===== src/rtl/core/clal_pkg.sv =====
// Shared constants, types and codes for the CR LF line assembler.
package clal_pkg;

   localparam int LINE_BYTES     = 256;
   localparam int BYTE_W         = 8;
   localparam int BYTES_PER_WORD = 8;
   localparam int LANE_W         = $clog2(BYTES_PER_WORD);
   localparam int WORD_W         = BYTE_W * BYTES_PER_WORD;
   localparam int CNT_W          = 4;
   localparam int FILL_W         = $clog2(LINE_BYTES) + 1;
   localparam int ADDR_W         = $clog2(LINE_BYTES);
   localparam int WORDS          = LINE_BYTES / BYTES_PER_WORD;
   localparam int WORD_AW        = $clog2(WORDS);

   localparam logic [BYTE_W-1:0] CH_CR = 8'h0D;
   localparam logic [BYTE_W-1:0] CH_LF = 8'h0A;

   typedef enum logic [1:0] {
      ST_IDLE = 2'd0,
      ST_READ = 2'd1,
      ST_OUT  = 2'd2
   } state_type;

   typedef enum logic [1:0] {
      MODE_NORMAL     = 2'd0,
      MODE_DISCARD    = 2'd1,
      MODE_DISCARD_CR = 2'd2
   } mode_type;

   // Byte write into one lane of one store word
   typedef struct packed {
      logic               en;
      logic [WORD_AW-1:0] word;
      logic [LANE_W-1:0]  lane;
      logic [BYTE_W-1:0]  data;
   } ram_wr_type;

   // Full-word read request
   typedef struct packed {
      logic               en;
      logic [WORD_AW-1:0] word;
   } ram_rd_type;

endpackage


===== src/rtl/core/clal_req_if.sv =====
// Input channel: one received byte per transaction.
interface clal_req_if
   import clal_pkg::*;
();
   logic              valid;
   logic              ready;
   logic [BYTE_W-1:0] rx_byte;

   modport source (output valid, output rx_byte, input ready);
   modport sink   (input valid, input rx_byte, output ready);
endinterface


===== src/rtl/core/clal_rsp_if.sv =====
// Result channel: one packed line word per transaction.
interface clal_rsp_if
   import clal_pkg::*;
();
   logic              valid;
   logic              ready;
   logic [WORD_W-1:0] line_bytes;
   logic [CNT_W-1:0]  byte_count;
   logic              last_word;

   modport source (output valid, output line_bytes, output byte_count, output last_word,
                   input ready);
   modport sink   (input valid, input line_bytes, input byte_count, input last_word,
                   output ready);
endinterface


===== src/rtl/core/crlf_line_assembler_core.sv =====
// CR LF line assembler: takes one received byte per transaction on req_bus and
// gathers it in a 256-byte line store held as 32 words of eight byte lanes. A byte
// that causes no output leaves the core idle, so bytes may follow back to back.
// The byte that completes a line (LF after a stored CR, or any byte once the store
// is full behind a CR) starts a flush: each output word is first read from the
// store's single registered read port (ST_READ) and then presented on rsp_bus
// (ST_OUT) until the sink raises ready. An L-byte line gives max(1, ceil(L/8))
// words, up to 32, and no byte is accepted until its last word has been taken.
// Words carry up to eight bytes, first byte in the low lane, with unused lanes
// zero; an empty line gives one word with a count of zero. The store needs no
// clearing after reset.
module crlf_line_assembler_core
   import clal_pkg::*;
(
   input  logic       clock,
   input  logic       reset,
   clal_req_if.sink   req_bus,
   clal_rsp_if.source rsp_bus
);

   ram_wr_type        wr_req;
   ram_rd_type        rd_req;
   logic [WORD_W-1:0] rd_data;

   // Parser and flush sequencer
   clal_ctrl u_ctrl (
      .clock   (clock),
      .reset   (reset),
      .req_bus (req_bus),
      .rsp_bus (rsp_bus),
      .wr_req  (wr_req),
      .rd_req  (rd_req),
      .rd_data (rd_data)
   );

   // Line store
   clal_line_ram u_ram (
      .clock   (clock),
      .wr_req  (wr_req),
      .rd_req  (rd_req),
      .rd_data (rd_data)
   );

endmodule


===== src/rtl/core/clal_line_ram.sv =====
// Line store: byte-lane writes, full-word registered reads.
module clal_line_ram
   import clal_pkg::*;
(
   input  logic              clock,
   input  ram_wr_type        wr_req,
   input  ram_rd_type        rd_req,
   output logic [WORD_W-1:0] rd_data
);

   logic [BYTE_W-1:0] line_mem_ff [WORDS][BYTES_PER_WORD];
   logic [WORD_W-1:0] rd_data_ff;

   // Single byte write port
   always_ff @(posedge clock) begin
      if (wr_req.en) begin
         line_mem_ff[wr_req.word][wr_req.lane] <= wr_req.data;
      end
   end

   // Word read, held until the next read
   always_ff @(posedge clock) begin
      if (rd_req.en) begin
         for (int i = 0; i < BYTES_PER_WORD; i++) begin
            rd_data_ff[i*BYTE_W +: BYTE_W] <= line_mem_ff[rd_req.word][i];
         end
      end
   end

   assign rd_data = rd_data_ff;

endmodule


===== src/rtl/core/clal_ctrl.sv =====
// Byte parser, discard tracking and line flush sequencer.
module clal_ctrl
   import clal_pkg::*;
(
   input  logic              clock,
   input  logic              reset,
   clal_req_if.sink          req_bus,
   clal_rsp_if.source        rsp_bus,
   output ram_wr_type        wr_req,
   output ram_rd_type        rd_req,
   input  logic [WORD_W-1:0] rd_data
);

   state_type          state_ff, state_in;
   mode_type           mode_ff, mode_in;
   logic [FILL_W-1:0]  fill_ff, fill_in;
   logic               last_cr_ff, last_cr_in;
   logic [FILL_W-1:0]  rem_ff, rem_in;
   logic [WORD_AW-1:0] word_ff, word_in;

   logic               accept;
   logic               is_cr;
   logic               is_lf;
   logic               full;
   logic               store;
   logic [CNT_W-1:0]   count;
   logic               last;
   logic [WORD_W-1:0]  keep_mask;

   assign is_cr = (req_bus.rx_byte == CH_CR);
   assign is_lf = (req_bus.rx_byte == CH_LF);
   assign full  = (fill_ff >= FILL_W'(LINE_BYTES));

   // Word size and last flag from the bytes still to send
   assign count = (rem_ff >= FILL_W'(BYTES_PER_WORD)) ? CNT_W'(BYTES_PER_WORD)
                                                      : rem_ff[CNT_W-1:0];
   assign last  = (rem_ff <= FILL_W'(BYTES_PER_WORD));

   // Zero the lanes beyond the word's byte count
   always_comb begin
      for (int i = 0; i < BYTES_PER_WORD; i++) begin
         keep_mask[i*BYTE_W +: BYTE_W] = (CNT_W'(i) < count) ? {BYTE_W{1'b1}}
                                                              : {BYTE_W{1'b0}};
      end
   end

   assign rsp_bus.line_bytes = rd_data & keep_mask;
   assign rsp_bus.byte_count = count;
   assign rsp_bus.last_word  = last;

   // Bytes are taken only between flushes, so store writes never overlap reads
   assign req_bus.ready = (state_ff == ST_IDLE);
   assign rsp_bus.valid = (state_ff == ST_OUT);
   assign accept        = req_bus.valid && req_bus.ready;

   // Store write port: next free byte slot
   assign wr_req.en   = store;
   assign wr_req.word = fill_ff[ADDR_W-1:LANE_W];
   assign wr_req.lane = fill_ff[LANE_W-1:0];
   assign wr_req.data = req_bus.rx_byte;

   // Next state and control
   always_comb begin
      state_in   = state_ff;
      mode_in    = mode_ff;
      fill_in    = fill_ff;
      last_cr_in = last_cr_ff;
      rem_in     = rem_ff;
      word_in    = word_ff;
      store      = 1'b0;
      rd_req.en   = 1'b0;
      rd_req.word = word_ff;

      case (state_ff)
         ST_IDLE: begin
            if (accept) begin
               case (mode_ff)
                  MODE_DISCARD: begin
                     if (is_cr) begin
                        mode_in = MODE_DISCARD_CR;
                     end
                  end
                  MODE_DISCARD_CR: begin
                     if (is_lf) begin
                        fill_in = '0;
                        mode_in = MODE_NORMAL;
                     end else begin
                        mode_in = MODE_DISCARD;
                     end
                  end
                  MODE_NORMAL: begin
                     if (!is_lf && !full) begin
                        store = 1'b1;
                     end else if (fill_ff == '0) begin
                        store = 1'b1;
                     end else if (last_cr_ff) begin
                        // line complete: flush without the trailing CR
                        rem_in   = fill_ff - FILL_W'(1);
                        word_in  = '0;
                        state_in = ST_READ;
                     end else if (!full) begin
                        store = 1'b1;
                     end else begin
                        mode_in = is_cr ? MODE_DISCARD_CR : MODE_DISCARD;
                     end
                  end
                  default: begin
                     mode_in = MODE_NORMAL;
                  end
               endcase
               if (store) begin
                  fill_in    = fill_ff + FILL_W'(1);
                  last_cr_in = is_cr;
               end
            end
         end
         ST_READ: begin
            rd_req.en = 1'b1;
            state_in  = ST_OUT;
         end
         ST_OUT: begin
            if (rsp_bus.ready) begin
               if (last) begin
                  fill_in  = '0;
                  state_in = ST_IDLE;
               end else begin
                  rem_in   = rem_ff - FILL_W'(BYTES_PER_WORD);
                  word_in  = word_ff + WORD_AW'(1);
                  state_in = ST_READ;
               end
            end
         end
         default: begin
            state_in = ST_IDLE;
         end
      endcase
   end

   // Control registers
   always_ff @(posedge clock) begin
      if (reset) begin
         state_ff <= ST_IDLE;
         mode_ff  <= MODE_NORMAL;
         fill_ff  <= '0;
      end else begin
         state_ff <= state_in;
         mode_ff  <= mode_in;
         fill_ff  <= fill_in;
      end
   end

   // Flush bookkeeping
   always_ff @(posedge clock) begin
      last_cr_ff <= last_cr_in;
      rem_ff     <= rem_in;
      word_ff    <= word_in;
   end

endmodule


===== src/flat_wrapper.sv =====
// flat-port wrapper written by rule: the top's interface ports become plain ports
module crlf_line_assembler_core_flat import clal_pkg::*;
  (clock, reset, req_bus_valid, req_bus_rx_byte, req_bus_ready, rsp_bus_valid, rsp_bus_line_bytes, rsp_bus_byte_count, rsp_bus_last_word, rsp_bus_ready);
  clal_req_if req_bus_i ();
  clal_rsp_if rsp_bus_i ();
  input  logic clock;
  input  logic reset;
  input wire logic [$bits(req_bus_i.valid)-1:0] req_bus_valid;
  input wire logic [$bits(req_bus_i.rx_byte)-1:0] req_bus_rx_byte;
  output wire logic [$bits(req_bus_i.ready)-1:0] req_bus_ready;
  output wire logic [$bits(rsp_bus_i.valid)-1:0] rsp_bus_valid;
  output wire logic [$bits(rsp_bus_i.line_bytes)-1:0] rsp_bus_line_bytes;
  output wire logic [$bits(rsp_bus_i.byte_count)-1:0] rsp_bus_byte_count;
  output wire logic [$bits(rsp_bus_i.last_word)-1:0] rsp_bus_last_word;
  input wire logic [$bits(rsp_bus_i.ready)-1:0] rsp_bus_ready;
  assign req_bus_i.valid = req_bus_valid;
  assign req_bus_i.rx_byte = req_bus_rx_byte;
  assign req_bus_ready = req_bus_i.ready;
  assign rsp_bus_valid = rsp_bus_i.valid;
  assign rsp_bus_line_bytes = rsp_bus_i.line_bytes;
  assign rsp_bus_byte_count = rsp_bus_i.byte_count;
  assign rsp_bus_last_word = rsp_bus_i.last_word;
  assign rsp_bus_i.ready = rsp_bus_ready;
  crlf_line_assembler_core u_core (.clock(clock), .reset(reset), .req_bus(req_bus_i), .rsp_bus(rsp_bus_i));
endmodule

===== config.mk =====
export PLATFORM = sky130hd
export DESIGN_NAME = crlf_line_assembler_core_flat
export DESIGN_NICKNAME = d
export VERILOG_FILES = /design/src/rtl/core/clal_pkg.sv /design/src/rtl/core/clal_req_if.sv /design/src/rtl/core/clal_rsp_if.sv /design/src/rtl/core/crlf_line_assembler_core.sv /design/src/rtl/core/clal_line_ram.sv /design/src/rtl/core/clal_ctrl.sv /design/src/flat_wrapper.sv
export SDC_FILE = /design/constraint.sdc
export NUM_CORES = 2
export LEC_CHECK = 0
export BUFFER_PORTS_ARGS = -buffer_cell sky130_fd_sc_hd__buf_2
export CORE_AREA = 2 2 458 460
export CTS_CLUSTER_DIAMETER = 120
export CTS_CLUSTER_SIZE = 12
export DETAILED_ROUTE_END_ITERATION = 16
export DIE_AREA = 0 0 460 462
export GPL_TIMING_DRIVEN = 0
export PLACE_DENSITY = 0.66
export SLEW_MARGIN = 0
export SYNTH_ARGS = -nofsm -noshare
export SYNTH_HDL_FRONTEND = slang
export SYNTH_SLANG_ARGS = --single-unit

===== constraint.sdc =====
create_clock -name clock -period 5.1 [get_ports clock]
set_input_delay 1.02 -clock clock [delete_from_list [all_inputs] [get_ports clock]]
set_output_delay 1.02 -clock clock [all_outputs]
set_load 0.1 [all_outputs]

; After elaboration in Yosys (flattened, before gate mapping)
; Memories as Yosys holds them, arrays and structs flattened. A register that Yosys moved wholly into a read port is not among the register bits.
; Index checks and enable logic that the tools add are counted.
[totals]
register_bits = 28
mem_bits_rw = 2048
input_bits = 12
output_inout_bits = 71
mem_count = 1
[op_classes]
addsub = 4
order_cmp = 13
n_eq_ne = 21
muxes = 62
bitwise_logic = 2
n_reduce_logical = 14
[memory_table]
columns = memory, depth, word_bits, read_ports, rd_ports_with_merged_regs, wr, line_no
row1 = u_core.u_ram.line_mem_ff, 32, 64, 1, 1, 1, clal_line_ram.sv:11  ; logic [BYTE_W-1:0] line_mem_ff [WORDS][BYTES_PER_WORD];
[ops]
columns = op, n
row1 = $mux W9, 13
row2 = $mux W8, 9
row3 = $and A64 B64 Y64, 1
row4 = $mux W64, 1
row5 = $pmux W9 S2, 2
row6 = $mux W5, 7
row7 = $demux W8 S3, 1
row8 = $mux W2, 12
row9 = $eq A8 B4 Y1 const B, 2
row10 = $lt A3 B4 Y1 const A, 4
row11 = $ne A2 B2 Y1 const B, 8
row12 = $mux W1, 13
row13 = $pmux W2 S3, 2
row14 = $reduce_and A6 Y1, 2
row15 = $ne A2 B1 Y1 const B, 5
row16 = $pmux W5 S2, 1
row17 = $add A9 B1 Y9 const B, 1
row18 = $ge A9 B4 Y1 const B, 1
row19 = $ge A9 B9 Y1 const B, 1
row20 = $le A9 B4 Y1 const B, 1
row21 = $logic_not A9 Y1, 1
row22 = $sub A9 B1 Y9 const B, 1
row23 = $sub A9 B4 Y9 const B, 1
row24 = $lt A1 B4 Y1 const A, 2
row25 = other kinds (16), 24

; Logic depth before layout (Yosys ltp)
[depth]
word_depth = 12
ltp_mapped = 10

; By module
; Synthesis repeated with hierarchy kept, for this count alone.
[hier_totals]
hier_cells = 3685
hier_area_um2 = 83029.6
[by_module_without_submodules]
columns = mod, instances, cells_per_inst, area_per_inst_um2
row1 = clal_line_ram, 1, 3403, 80701.1
row2 = clal_ctrl, 1, 282, 2328.5

; Worst setup path after synthesis
; OpenSTA, ideal clock, no wires.
[synth_timing]
path_kind = register to output
start = register u_core.u_ctrl.rem_ff[6]
end = output rsp_bus_line_bytes[48]
arrival_ns = 3.546
setup_slack_ns = 0.534
path_stages_with_launch = 5
path_buffers = 0
path_cell_list = edfxtp_1 nor4_2 and3_1 a31oi_1 nor2b_1
[synth_via]
elab_chain_len = 5
[synth_rtl]
columns = element, line_no
row1 = "start, declared", clal_ctrl.sv:18  ; logic [FILL_W-1:0] rem_ff, rem_in;
row2 = "start signal, assigned", clal_ctrl.sv:155  ; rem_ff <= rem_in;
row3 = $ge A9 B4 Y1, clal_ctrl.sv:35  ; assign count = (rem_ff >= FILL_W'(BYTES_PER_WORD)) ? CNT_W'(BYTES_PER_WORD)
row4 = $mux W4, clal_ctrl.sv:35
row5 = named net rsp_bus_byte_count[0], flat_wrapper.sv:13  ; output wire logic [$bits(rsp_bus_i.byte_count)-1:0] rsp_bus_byte_count;
row6 = $lt A3 B4 Y1, clal_ctrl.sv:42  ; keep_mask[i*BYTE_W +: BYTE_W] = (CNT_W'(i) < count) ? {BYTE_W{1'b1}}
row7 = $mux W8, clal_ctrl.sv:42
row8 = $and A64 B64 Y64, clal_ctrl.sv:47  ; assign rsp_bus.line_bytes = rd_data & keep_mask;
row9 = "end, declared", flat_wrapper.sv:12  ; output wire logic [$bits(rsp_bus_i.line_bytes)-1:0] rsp_bus_line_bytes;
; The timed path passes the listed nets, and every way through them passes these cells.

; Worst setup path in the final report
[layout_timing]
start = register u_core.u_ctrl.rem_ff[6]
end = output rsp_bus_line_bytes[8]
[layout_via]
elab_chain_len = 5
[layout_rtl]
columns = element, line_no
row1 = $ge A9 B4 Y1, clal_ctrl.sv:35
row2 = $mux W4, clal_ctrl.sv:35
row3 = $lt A1 B4 Y1, clal_ctrl.sv:42
row4 = $mux W8, clal_ctrl.sv:42
row5 = $and A64 B64 Y64, clal_ctrl.sv:47
; No other way between the ends.

==> results_dict.tcl <==
set metrics [dict create \
    drive_gt1_share_pct 27.7 \
    pwr-share-clk_pct 39.7 \
    finalSetupViolCount 0 \
    critical_path.top_delay_family "simple AND/OR/NAND/NOR gates" \
    synthDistinctLibCells 49 \
    die_w_um 460 \
    finish.utilization_pct 44.3 \
    synth_enable_flop_cells 2127 \
    synthTopCellsByArea "edfxtp_1 (77%), mux4_2 (17%), nor2_1 (1.3%)" \
    cp_slowest_cell "nor3_2" \
    synth.top_cell.area_share_pct 77.3 \
    cts_tree "built" \
    io_pins 83 \
    area_growth_syn_to_layout_pct 11.6 \
    die_area_um2 213000 \
    leakagePower_nw 27.2 \
    async_reset_ff_share_pct 0 \
    path_cells "nor4_2 -> nand3_1 -> nor3_2 -> nor2b_1 -> buf_2" \
    place_hpwl_um 133000 \
    critPathLaunch "u_core.u_ctrl.rem_ff[6]" \
    final_common_cell "edfxtp_1" \
    mappedNetlistNets 3587 \
    yosysTopAreaCell "edfxtp_1" \
    grt_pass1_wl_um 296000 \
    switching_share_pct 19.5 \
    synth_area_um2 82600 \
    path_clk_slew_ps 60 \
    finalInstanceArea_um2 92200 \
    fin_worst_skew_ps 25.5 \
    wl_per_cell_um 31.8 \
    p_per_area_nw_per_um2 356 \
    cts.path.max_buffers 3 \
    r2r_start "u_core.u_ctrl.word_ff[1]" \
    p_int_w 0.0264 \
    core_area_um2 208000 \
    via_per_inst 5.79 \
    timing.rr.end "u_core.u_ram.rd_data[57]" \
    cts.sinks 2140 \
    clock_latency_ps 830 \
    io_buffers 81 \
    violations "max-capacitance violations" \
    postLayoutSetupSlackWorst_ps 266 \
    start_kind "flop" \
    numCtsBuffers 196 \
    netlist_instances 3570 \
    synth.ff_latch_count 2140 \
    drtIter0Drc 4560 \
    arrival_ps 3810 \
    required_ps 4080 \
    root_buffer "clkbuf_16" \
    overflow 0 \
    drv_slew 0 \
    p_seq_share_pct 58.9 \
    hold_path.class "input pin to flop" \
    routed_wl_um 211000 \
    grt_start_max_net_pins 161 \
    path_class "flop to output port" \
    fin_crit_ps 4830 \
    first_global_vias 38900 \
    maxCapViolations 1 \
    power_w 0.0328 \
    r2r_slack_ps 590 \
    worst_pin_slew_ps 1490 \
    hold_viol_final 0 \
    num_vias 38400 \
    slew_headroom_pct 0.518 \
    antenna_left 0 \
    power.switching_w 0.00640 \
    die_height_um 462 \
    ys_seq_area_share_pct 77.6 \
    critPathBufInv 1 \
    antenna_found_initial 13 \
    slowest_delay_ps 730 \
    initial_core_util_pct 39.7 \
    cp.depth 5 \
    worst-path-max-fanout 8 \
    groute.usage.overall_pct 19.8 \
    synth_ff_type "edfxtp_1" \
    pre_cts_ws_ps -416 \
    gp_congestion 0.847 \
    cts_max_level 4 \
    firstDrtPassIters 6 \
    rsz0062_at_grt "false" \
    syn_area_per_cell_um2 23.1 \
    drc_errors 0 \
    period_share_pct 94.8 \
    reg2reg_depth 6 \
    crit_path_end "rsp_bus_line_bytes[8]" \
    layout_common_cells "edfxtp_1 (2127), mux4_2 (640), nor2_1 (283)" \
    comb_power_share_pct 1.3 \
    nNetsFinal 3881 \
    fmax_mhz 207 \
    cp-end-kind "output port" \
    nFillCells 17200 \
    placed_cell_area_um2 86900 \
    yosys_warnings 0 \
    max-vdd-ir-drop_mv 0.360 \
    row_count 168 \
    status "finished, violations left" \
]
[synth_stat cells, drive strengths merged, types with 13 or more instances]
| cell | count |
|---|---|
| nand3 | 17 |
| clkbuf | 117 |
| nor2b | 37 |
| nand2 | 51 |
| dfxtp | 13 |
| nor2 | 284 |
| and2 | 36 |
| mux2 | 64 |
| mux4 | 640 |
| buf | 77 |
| edfxtp | 2127 |
[cell families (layout without fill, tap and decap cells)]
| family | Yosys count | after routing | synth area share [%] |
|---|---|---|---|
| AOI/OAI and AO/OA | 43 | 43 | 0.347 |
| xor gates and xnor gates | 12 | 12 | 0.127 |
| adders and majority gates | 5 | 5 | 0.0757 |
| buffers and inverters | 201 | 539 | 1.02 |
| DFF | 2140 | 2140 | 77.6 |
| muxes | 704 | 704 | 18.3 |
| other | 0 | 1 | 0 |
| and+or+nand+nor | 465 | 465 | 2.52 |
[stage by stage]
stage                     std cells  hold slack [ps]   TNS, ps
after floorplan                3570              472         0
after global placement         6371              492  -5350210
after detailed placement       6386              520   -220450
after CTS                      6628              364         0
after global routing           6629              376         0
final                          6629              409         0
[power groups by stage]
stage	registers, W	clock network [W]	logic (W)
floorplan	0.0197	0	0.0000792
global placement	0.0198	0	0.000380
detailed placement	0.0197	0	0.000441
CTS	0.0193	0.0132	0.000440
global route	0.0193	0.0138	0.000470
finish	0.0193	0.0130	0.000441
[layout make-up]
type                       instances  area, µm²  area share, %
clock inverter                    10        125          0.136
clock buffer                     232       5150           5.58
tap                             2720       3400           3.69
timing repair buffer              96        871          0.944
sequential                      2140      64100           69.5
antenna                            1       2.50        0.00271
inverter                           7       26.3         0.0285
multi-input combinational       1229      17700           19.2
buffer                           194        826          0.896
[layer usage]
layer / GRT usage, % / wire length [µm]
met5: 0 / 0
met4: 6.54 / 7080
met3: 3.58 / 15300
met2: 34.4 / 109000
met1: 25.2 / 79700
[flip-flops by register name (all words and copies together) (netlist names)]
signal                    flops
u_core.u_ram.rd_data         64
u_core.u_ctrl.state_ff        2
u_core.u_ctrl.word_ff         5
u_core.u_ctrl.rem_ff          9
u_core.u_ctrl.last_cr_ff      1
u_core.u_ctrl.fill_ff         9
u_core.u_ram.line_mem_ff   2048
u_core.u_ctrl.mode_ff         2
[repair_timing]
item                       4_1_cts  5_1_grt
pin swaps                        0        0
buffers inserted                 0        0
resized for setup                1        3
gates cloned                     0        0
setup endpoints to repair        8        1
hold buffers                     0        0
[worst reg2reg max path, cell delays in order (launching register included)]
cell	delay (ps)
edfxtp_1	360
clkbuf_1	790
clkbuf_2	810
clkbuf_1	950
mux4_2	480
mux4_2	530
mux2_2	310
[worst min path at each step]
| stage | cells past startpoint | endpoint | slack [ps] | from |
|---|---|---|---|---|
| after floorplan | 1 | u_core.u_ctrl.state_ff[0] | 470 | u_core.u_ctrl.state_ff[0] |
| after global placement | 1 | u_core.u_ctrl.state_ff[0] | 490 | u_core.u_ctrl.state_ff[0] |
| after detailed placement | 1 | u_core.u_ctrl.state_ff[0] | 520 | u_core.u_ctrl.state_ff[0] |
| after CTS | 1 | u_core.u_ram.line_mem_ff[26][58] | 360 | req_bus_rx_byte[2] |
| after global routing | 1 | u_core.u_ram.line_mem_ff[26][58] | 380 | req_bus_rx_byte[2] |
| final | 1 | u_core.u_ram.line_mem_ff[26][58] | 410 | req_bus_rx_byte[2] |
No activity file was read; power rests on OpenSTA's default activity.
